File: src/design/vtc_pkg.sv
// Package for the voxel to chunk-local coordinate unit.
// Shared widths, register indexes, reset values and the lane result type.
package vtc_pkg;

   localparam int CFG_W            = 8;
   localparam int COORD_W          = 32;
   localparam int LOCAL_W          = 8;
   localparam int CSR_IDX_W        = 3;
   localparam int NUM_AXES         = 3;
   localparam int COORD_WIDTH_DEF  = 32;

   localparam logic [CSR_IDX_W-1:0] REG_CHUNK_X   = 3'd0;
   localparam logic [CSR_IDX_W-1:0] REG_CHUNK_Y   = 3'd1;
   localparam logic [CSR_IDX_W-1:0] REG_CHUNK_Z   = 3'd2;
   localparam logic [CSR_IDX_W-1:0] REG_TERRAIN_X = 3'd3;
   localparam logic [CSR_IDX_W-1:0] REG_TERRAIN_Y = 3'd4;
   localparam logic [CSR_IDX_W-1:0] REG_TERRAIN_Z = 3'd5;

   localparam logic [CFG_W-1:0] CHUNK_RESET   = 8'd16;
   localparam logic [CFG_W-1:0] TERRAIN_RESET = 8'd16;

   typedef struct packed {
      logic               valid;
      logic [LOCAL_W-1:0] local_c;
      logic [COORD_W-1:0] home;
   } lane_out_type;

endpackage

File: src/design/vtc_div.sv
// Pipelined restoring divider, one quotient bit per stage, by an 8-bit divisor.
// NUMS dividends share the divisor; a sideband rides along. Uses vtc_pkg.
module vtc_div #(
   parameter int N    = 16,
   parameter int NUMS = 1,
   parameter int SW   = 1
) (
   input  logic                                 clock,
   input  logic                                 reset,
   input  logic                                 en,
   input  logic                                 in_valid,
   input  logic [vtc_pkg::CFG_W-1:0]            den,
   input  logic [NUMS-1:0][N-1:0]               num,
   input  logic [SW-1:0]                        side_in,
   output logic                                 out_valid,
   output logic [NUMS-1:0][N-1:0]               quo,
   output logic [NUMS-1:0][vtc_pkg::CFG_W-1:0]  rem,
   output logic [SW-1:0]                        side_out
);
   import vtc_pkg::*;

   logic [N-1:0]                        valid_ff;
   logic [NUMS-1:0][N-1:0]              nq_ff   [N];
   logic [NUMS-1:0][CFG_W-1:0]          rem_ff  [N];
   logic [SW-1:0]                       side_ff [N];

   for (genvar k = 0; k < N; k++) begin : g_stage
      logic                        v_src;
      logic [NUMS-1:0][N-1:0]      nq_src;
      logic [NUMS-1:0][CFG_W-1:0]  r_src;
      logic [SW-1:0]               s_src;
      logic [NUMS-1:0][N-1:0]      nq_in;
      logic [NUMS-1:0][CFG_W-1:0]  r_in;

      if (k == 0) begin : g_first
         assign v_src  = in_valid;
         assign nq_src = num;
         assign r_src  = '0;
         assign s_src  = side_in;
      end else begin : g_next
         assign v_src  = valid_ff[k-1];
         assign nq_src = nq_ff[k-1];
         assign r_src  = rem_ff[k-1];
         assign s_src  = side_ff[k-1];
      end

      for (genvar j = 0; j < NUMS; j++) begin : g_num
         logic [CFG_W:0] trial;
         logic [CFG_W:0] diff;
         logic           ge;
         always_comb begin
            trial = {r_src[j], nq_src[j][N-1]};
            diff  = trial - {1'b0, den};
            ge    = (trial >= {1'b0, den});
            r_in[j]  = ge ? diff[CFG_W-1:0] : trial[CFG_W-1:0];
            nq_in[j] = {nq_src[j][N-2:0], ge};
         end
      end

      always_ff @(posedge clock) begin
         if (reset) begin
            valid_ff[k] <= 1'b0;
         end else if (en) begin
            valid_ff[k] <= v_src;
         end
      end

      always_ff @(posedge clock) begin
         if (en) begin
            nq_ff[k]   <= nq_in;
            rem_ff[k]  <= r_in;
            side_ff[k] <= s_src;
         end
      end
   end

   assign out_valid = valid_ff[N-1];
   assign quo       = nq_ff[N-1];
   assign rem       = rem_ff[N-1];
   assign side_out  = side_ff[N-1];

   // while stalled the whole pipe holds
   a_hold: assert property (@(posedge clock) disable iff (reset)
      !en |=> $stable(valid_ff))
      else $error("divider pipe moved while stalled");

endmodule

File: src/design/vtc_lane.sv
// One axis lane: home chunk by floor division and the scaled local coordinate.
// Uses vtc_pkg and two vtc_div pipelines.
module vtc_lane #(
   parameter int W = vtc_pkg::COORD_WIDTH_DEF
) (
   input  logic                          clock,
   input  logic                          reset,
   input  logic                          en,
   input  logic                          in_valid,
   input  logic [vtc_pkg::COORD_W-1:0]   voxel,
   input  logic [vtc_pkg::COORD_W-1:0]   grid,
   input  logic [vtc_pkg::CFG_W-1:0]     chunk,
   input  logic [vtc_pkg::CFG_W-1:0]     terrain,
   output vtc_pkg::lane_out_type         out
);
   import vtc_pkg::*;

   localparam int PW = 2 * CFG_W;

   logic                valid_a_ff, valid_b_ff, valid_c_ff, valid_d_ff, valid_e_ff;
   logic [W-1:0]        v_a_ff, g_a_ff, v_b_ff, prod_b_ff, v_c_ff, off_c_ff;
   logic                gneg_b_ff, gneg_c_ff, gneg_d_ff, gneg_e_ff;
   logic [W+CFG_W:0]    prod;

   always_ff @(posedge clock) begin
      if (reset) begin
         valid_a_ff <= 1'b0;
         valid_b_ff <= 1'b0;
         valid_c_ff <= 1'b0;
      end else if (en) begin
         valid_a_ff <= in_valid;
         valid_b_ff <= valid_a_ff;
         valid_c_ff <= valid_b_ff;
      end
   end

   assign prod = $signed(g_a_ff) * $signed({1'b0, chunk});

   always_ff @(posedge clock) begin
      if (en) begin
         v_a_ff    <= voxel[W-1:0];
         g_a_ff    <= grid[W-1:0];
         v_b_ff    <= v_a_ff;
         prod_b_ff <= prod[W-1:0];
         gneg_b_ff <= g_a_ff[W-1];
         v_c_ff    <= v_b_ff;
         off_c_ff  <= v_b_ff - prod_b_ff;
         gneg_c_ff <= gneg_b_ff;
      end
   end

   // magnitudes of voxel and offset share one divider pipe
   logic [1:0][W-1:0]       d1_num, d1_quo;
   logic [1:0][CFG_W-1:0]   d1_rem;
   logic [2:0]              d1_side;
   logic                    d1_valid;

   assign d1_num[0] = v_c_ff[W-1]   ? (~v_c_ff + 1'b1)   : v_c_ff;
   assign d1_num[1] = off_c_ff[W-1] ? (~off_c_ff + 1'b1) : off_c_ff;

   vtc_div #(.N(W), .NUMS(2), .SW(3)) u_div_coord (
      .clock     (clock),
      .reset     (reset),
      .en        (en),
      .in_valid  (valid_c_ff),
      .den       (chunk),
      .num       (d1_num),
      .side_in   ({v_c_ff[W-1], off_c_ff[W-1], gneg_c_ff}),
      .out_valid (d1_valid),
      .quo       (d1_quo),
      .rem       (d1_rem),
      .side_out  (d1_side)
   );

   logic [W-1:0]      home_in, home_d_ff, home_e_ff;
   logic [CFG_W-1:0]  m, x_in, x_d_ff;
   logic [PW-1:0]     p_e_ff;

   always_comb begin
      // floor division: negative voxel with a remainder rounds one further down
      home_in = d1_side[2] ? (~d1_quo[0] + W'(d1_rem[0] == '0)) : d1_quo[0];
      m       = (d1_side[1] && d1_rem[1] != '0) ? (chunk - d1_rem[1]) : d1_rem[1];
      // tail window measures from the chunk end
      x_in    = d1_side[0] ? (chunk - 8'd1 - m) : m;
   end

   always_ff @(posedge clock) begin
      if (reset) begin
         valid_d_ff <= 1'b0;
         valid_e_ff <= 1'b0;
      end else if (en) begin
         valid_d_ff <= d1_valid;
         valid_e_ff <= valid_d_ff;
      end
   end

   always_ff @(posedge clock) begin
      if (en) begin
         home_d_ff <= home_in;
         x_d_ff    <= x_in;
         gneg_d_ff <= d1_side[0];
         home_e_ff <= home_d_ff;
         p_e_ff    <= x_d_ff * terrain;
         gneg_e_ff <= gneg_d_ff;
      end
   end

   logic [0:0][PW-1:0]     d2_quo;
   logic [0:0][CFG_W-1:0]  d2_rem;
   logic [W:0]             d2_side;
   logic                   d2_valid;

   vtc_div #(.N(PW), .NUMS(1), .SW(W + 1)) u_div_scale (
      .clock     (clock),
      .reset     (reset),
      .en        (en),
      .in_valid  (valid_e_ff),
      .den       (chunk),
      .num       (p_e_ff),
      .side_in   ({home_e_ff, gneg_e_ff}),
      .out_valid (d2_valid),
      .quo       (d2_quo),
      .rem       (d2_rem),
      .side_out  (d2_side)
   );

   lane_out_type out_ff;
   logic [CFG_W-1:0] q;

   // quotient stays below terrain size, so 8 bits hold it
   assign q = d2_quo[0][CFG_W-1:0];

   always_ff @(posedge clock) begin
      if (reset) begin
         out_ff.valid <= 1'b0;
      end else if (en) begin
         out_ff.valid <= d2_valid;
      end
   end

   always_ff @(posedge clock) begin
      if (en) begin
         out_ff.local_c <= d2_side[0] ? (chunk - 8'd1 - q) : q;
         out_ff.home    <= COORD_W'($signed(d2_side[W:1]));
      end
   end

   assign out = out_ff;

   a_rem_range: assert property (@(posedge clock) disable iff (reset)
      d2_valid |-> (d2_rem[0] < chunk))
      else $error("scale remainder not below chunk size");

endmodule

File: config.mk
export PLATFORM = sky130hd
export DESIGN_NAME = vtc_lane
export DESIGN_NICKNAME = d
export VERILOG_FILES = /design/src/design/vtc_pkg.sv /design/src/design/vtc_div.sv /design/src/design/vtc_lane.sv
export SDC_FILE = /design/constraint.sdc
export NUM_CORES = 2
export LEC_CHECK = 0
export BUFFER_PORTS_ARGS = -buffer_cell sky130_fd_sc_hd__buf_2
export CORE_MARGIN = 1.5
export CORE_UTILIZATION = 45
export CTS_CLUSTER_SIZE = 12
export DETAILED_ROUTE_END_ITERATION = 7
export GPL_TIMING_DRIVEN = 0
export PLACE_DENSITY = 0.61
export SYNTH_ARGS = -nofsm -noshare
export SYNTH_HDL_FRONTEND = slang
export SYNTH_SLANG_ARGS = --single-unit
File: constraint.sdc
create_clock -name clock -period 10.4 [get_ports clock]
set_clock_uncertainty 0.05 [all_clocks]
set_input_delay 1.56 -clock clock [delete_from_list [all_inputs] [get_ports clock]]
set_output_delay 1.56 -clock clock [all_outputs]
set_load 0.005 [all_outputs]
==> summary.txt <==
Status
  – Status: completed

Layout
  – Layout cells sized above 1: 10.7%
  – Area Growth Syn to Fin: 12.0%
  – Nets: 10900
  – Multi-input logic area: 0.0433 mm²
  – Filler cells: 26200
  – FF/Latch Area: 0.0989 mm²

CTS
  – Clk sinks: 3310
  – Setup bufs post-CTS: 0
  – CTS root buf: clkbuf_16
  – Clock latency on the worst-skew pair: 930 ps
  – CTS clk-pin slew, worst paths: 60 ps
  – Total CTS buffers: 346
  – CTS tree: built
  – Post-CTS resize count: 0
  – H-Tree Depth: 5
  – CTS Buffer Depth: 4
  – Number of hold buffers added after CTS: 0

Global routing
  – Initial antenna violation count: 4
  – Met3 usage in global routing: 2.12%
  – Total grt overflow: 0
  – Grt met1 use: 19.6%
  – Largest net degree at the start of global routing: 188
  – Vias in the first global route: 75200
  – GRT Overall Usage: 14.8%
  – Most Crowded Layer GR: met2
  – GR Layer Usage met2: 25.2%
  – First-pass GRT wire length: 391 mm

Detailed routing
  – DRC viols: 0
  – Post-DR vias/cell: 5.13
  – Drt first pass iters: 6
  – Iteration-0 DRC Markers: 4886
  – Routed wire per std cell: 17.1 µm
  – Routed WL: 244 mm
  – Vias: 73200
  – Post-DRT Antenna Nets: 0

Setup path
  – CP max stage delay: 800 ps
  – CP max FO: 43
  – Critical Path AT: 9520 ps
  – Ordered cell list for the critical path: buf_8 > clkbuf_1 > clkbuf_1 > clkbuf_1 > nand2_1 > fa_1 > inv_1 > fa_1 > fa_1 > inv_1 > fa_1 > inv_1 > ha_1 > clkbuf_1 > nand2_1 > a2111oi_0 > nand2_1 > a2111oi_0 > a2111oi_0 > o31ai_1 > xnor2_1
  – Endpoint class of the critical path: flop
  – Crit start category: input port
  – Top delay family on crit path: buffers and inverters
  – Worst endpoint required time: 11020 ps
  – CP max stage cell: a2111oi_0
  – Crit path kind: input port to flop
  – Critical path buffers and inverters: 8

Synth
  – Mean area per synthesized cell: 15.7 µm²
  – Synth async-reset ratio: 0%
  – Syn nets: 10400
  – Yosys cell types: 69
  – #FFs+latches synth: 3310
  – Main synth FF type: edfxtp_1
  – EDFF count, synth: 3256
  – Cell Area, Synth: 0.145 mm²
  – Yosys warns: 0
  – Sequential-to-total area share from yosys stat: 68.2%
  – Syn Inst Count: 9244

Power
  – NetSw: 13.5 mW
  – VDD IR-drop max: 0.172 mV
  – Pwr per Cell Area: 274 mW/mm²
  – Combinational cell fraction of total power: 31.7%
  – Clk pwr share: 25.8%
  – Int Pwr: 31.1 mW
  – Switching Share: 30.3%
  – Power, Total: 44.6 mW
  – Pleak: 61.1 nW
  – Sequential power share: 42.5%

STA
  – Min cycle time layout: 8910 ps
  – Worst-margin pin slew: 1240 ps
  – Slew HR: 16.7%
  – Final worst path period share: 85.7%
  – Final setup violation count: 0
  – Fin. Hold Viols: 0
  – Post-route setup TNS: 0 ps
  – RSZ-0062 raised after global routing: no
  – Max Slew Vio Count: 0
  – Max Freq: 112 MHz

Floorplan
  – I/O pin total: 125
  – Starting density of the core: 45.2%
  – Die Span Y: 571 µm
  – Core Region: 0.321 mm²
  – Area of the die: 0.326 mm²
  – Chip width: 571 µm
  – Row count: 208

Placed design
  – Routability cong.: 0.831
  – Post-DP HPWL: 156 mm
  – Port Buffers: 123

Run
  – Max-cap violations: 0

Worst hold path
  – HP Class: flop to flop
## registers in the layout, summed over array words and instances (netlist names), 8 cells and up
name,cells
u_div_scale.nq_ff,156
v_b_ff,32
x_d_ff,8
out,41
u_div_scale.side_ff,528
u_div_coord.rem_ff,512
u_div_scale.rem_ff,120
home_e_ff,32
p_e_ff,16
off_c_ff,32
v_a_ff,32
g_a_ff,32
v_c_ff,32
home_d_ff,32
u_div_coord.side_ff,96
u_div_coord.g_stage.v_src,31
u_div_coord.nq_ff,1520
prod_b_ff,32
u_div_scale.g_stage.v_src,15
## power by group through the flow
stage	clock, mW	sequential (mW)	combinational, mW
floorplan	0	18.7	11.0
global placement	0	20.5	13.6
detailed placement	0	19.2	14.0
CTS	11.9	19.0	14.2
global route	12.4	19.2	15.8
finish	11.5	19.0	14.1
## synth_stat cells, types with 10 or more instances
master,count,share of area [%]
ha_1,778,6.7
edfxtp_1,3256,67
o211a_1,18,0.12
o31ai_1,76,0.39
nor3b_1,47,0.24
a21boi_1,30,0.16
nand2b_1,107,0.46
or3_1,38,0.16
fa_1,272,3.8
a21boi_0,127,0.66
a21o_1,152,0.79
clkbuf_1,54,0.14
and2_1,163,0.70
nor3_1,56,0.19
nor4b_1,10,0.060
or4_1,16,0.083
a21oi_1,179,0.62
mux2i_1,276,1.9
nor2_1,565,1.5
o21a_1,47,0.24
xor2_1,105,0.63
o41ai_2,29,0.33
o21ai_0,446,1.5
or2_2,66,0.28
o21bai_1,41,0.21
nor2b_1,168,0.72
nand3_1,24,0.083
o311a_1,30,0.21
inv_1,693,1.8
xnor2_1,315,1.9
dfxtp_1,54,0.75
and3_1,14,0.060
a211oi_1,56,0.29
nand2_1,301,0.78
mux2_2,362,2.8
o41ai_1,21,0.13
nand4_1,178,0.77
## layout make-up
type / instances / share of cell area, %
Sequential cell: 3310 / 60.9
Multi-Input combinational cell: 5182 / 26.7
Clock buffer: 416 / 5.57
Tap cell: 4305 / 3.32
Inverter: 694 / 1.63
Timing Repair Buffer: 154 / 0.912
Clock inverter: 127 / 0.880
Buffer: 58 / 0.134
Antenna cell: 3 / 0.00462
## through the flow
stage                     setup slack (ps)  hold slack [ps]  utilization (%)  area, µm²  std cells
final                                 1490              302             50.6     162000      14200
after global placement              -44750              350             47.1     151000      13700
after detailed placement               447              355             47.3     152000      13700
after floorplan                       3570              350                -     145000       9244
after global routing                   994              288             50.6     162000      14200
after CTS                             1390              279             50.6     162000      14200
## routing by layer
metal | vias to the layer above | routed length, µm
met1 | 35900 | 109000
met3 | 483 | 8770
met2 | 1172 | 118000
li1 | 35600 | -
met5 | - | 0
met4 | 0 | 7740
## placed cells by master (no fill, tap or decap), types with 41 or more instances in the layout
cell,n
a21oi_1,179
nand2_1,301
a21o_1,152
edfxtp_1,3256
o31ai_1,76
inv_1,687
o21ai_0,446
dfxtp_1,54
nor2b_1,168
mux2i_1,276
a211oi_1,56
nand4_1,178
xor2_1,105
nor3_1,56
clkbuf_1,117
o21a_1,47
a21boi_0,127
o21bai_1,41
and2_1,163
buf_2,120
nor3b_1,47
nor2_1,565
xnor2_1,315
fa_1,272
clkbuf_16,351
or2_2,66
clkinv_1,47
ha_1,778
mux2_2,362
nand2b_1,107
## path summary, 6_finish.rpt
path,endpoint,cells past startpoint,slack [ps],from
worst min register to register,u_div_coord.nq_ff[1][91],0,300,u_div_coord.nq_ff[1][26]
worst min-delay path,u_div_coord.nq_ff[1][91],0,300,u_div_coord.nq_ff[1][26]
worst max register to register,prod_b_ff[31],17,3910,g_a_ff[18]
worst max-delay path,prod_b_ff[31],21,1490,chunk[1]
## cells by family after synthesis
group	count (synthesis)	share of synthesized area [%]
muxes	639	4.73
xor gates and xnor gates	420	2.54
adders and majority gates	1050	10.5
AOI/OAI and AO/OA	1293	5.91
DFF	3310	68.2
buffers and inverters	752	1.95
and+or+nand+nor	1780	6.23
## worst reg2reg max path, stage by stage, from the launching register on
cell       delay (ps)
edfxtp_1          630
nand2_1           180
fa_1              590
inv_1              60
fa_1              460
fa_1              540
inv_1              60
fa_1              520
inv_1              60
ha_1              270
clkbuf_1          320
nand2_1           120
a2111oi_0         600
nand2_1           140
a2111oi_0         800
a2111oi_0         250
o31ai_1           350
xnor2_1           250
Power figures use the tool's default switching activity.
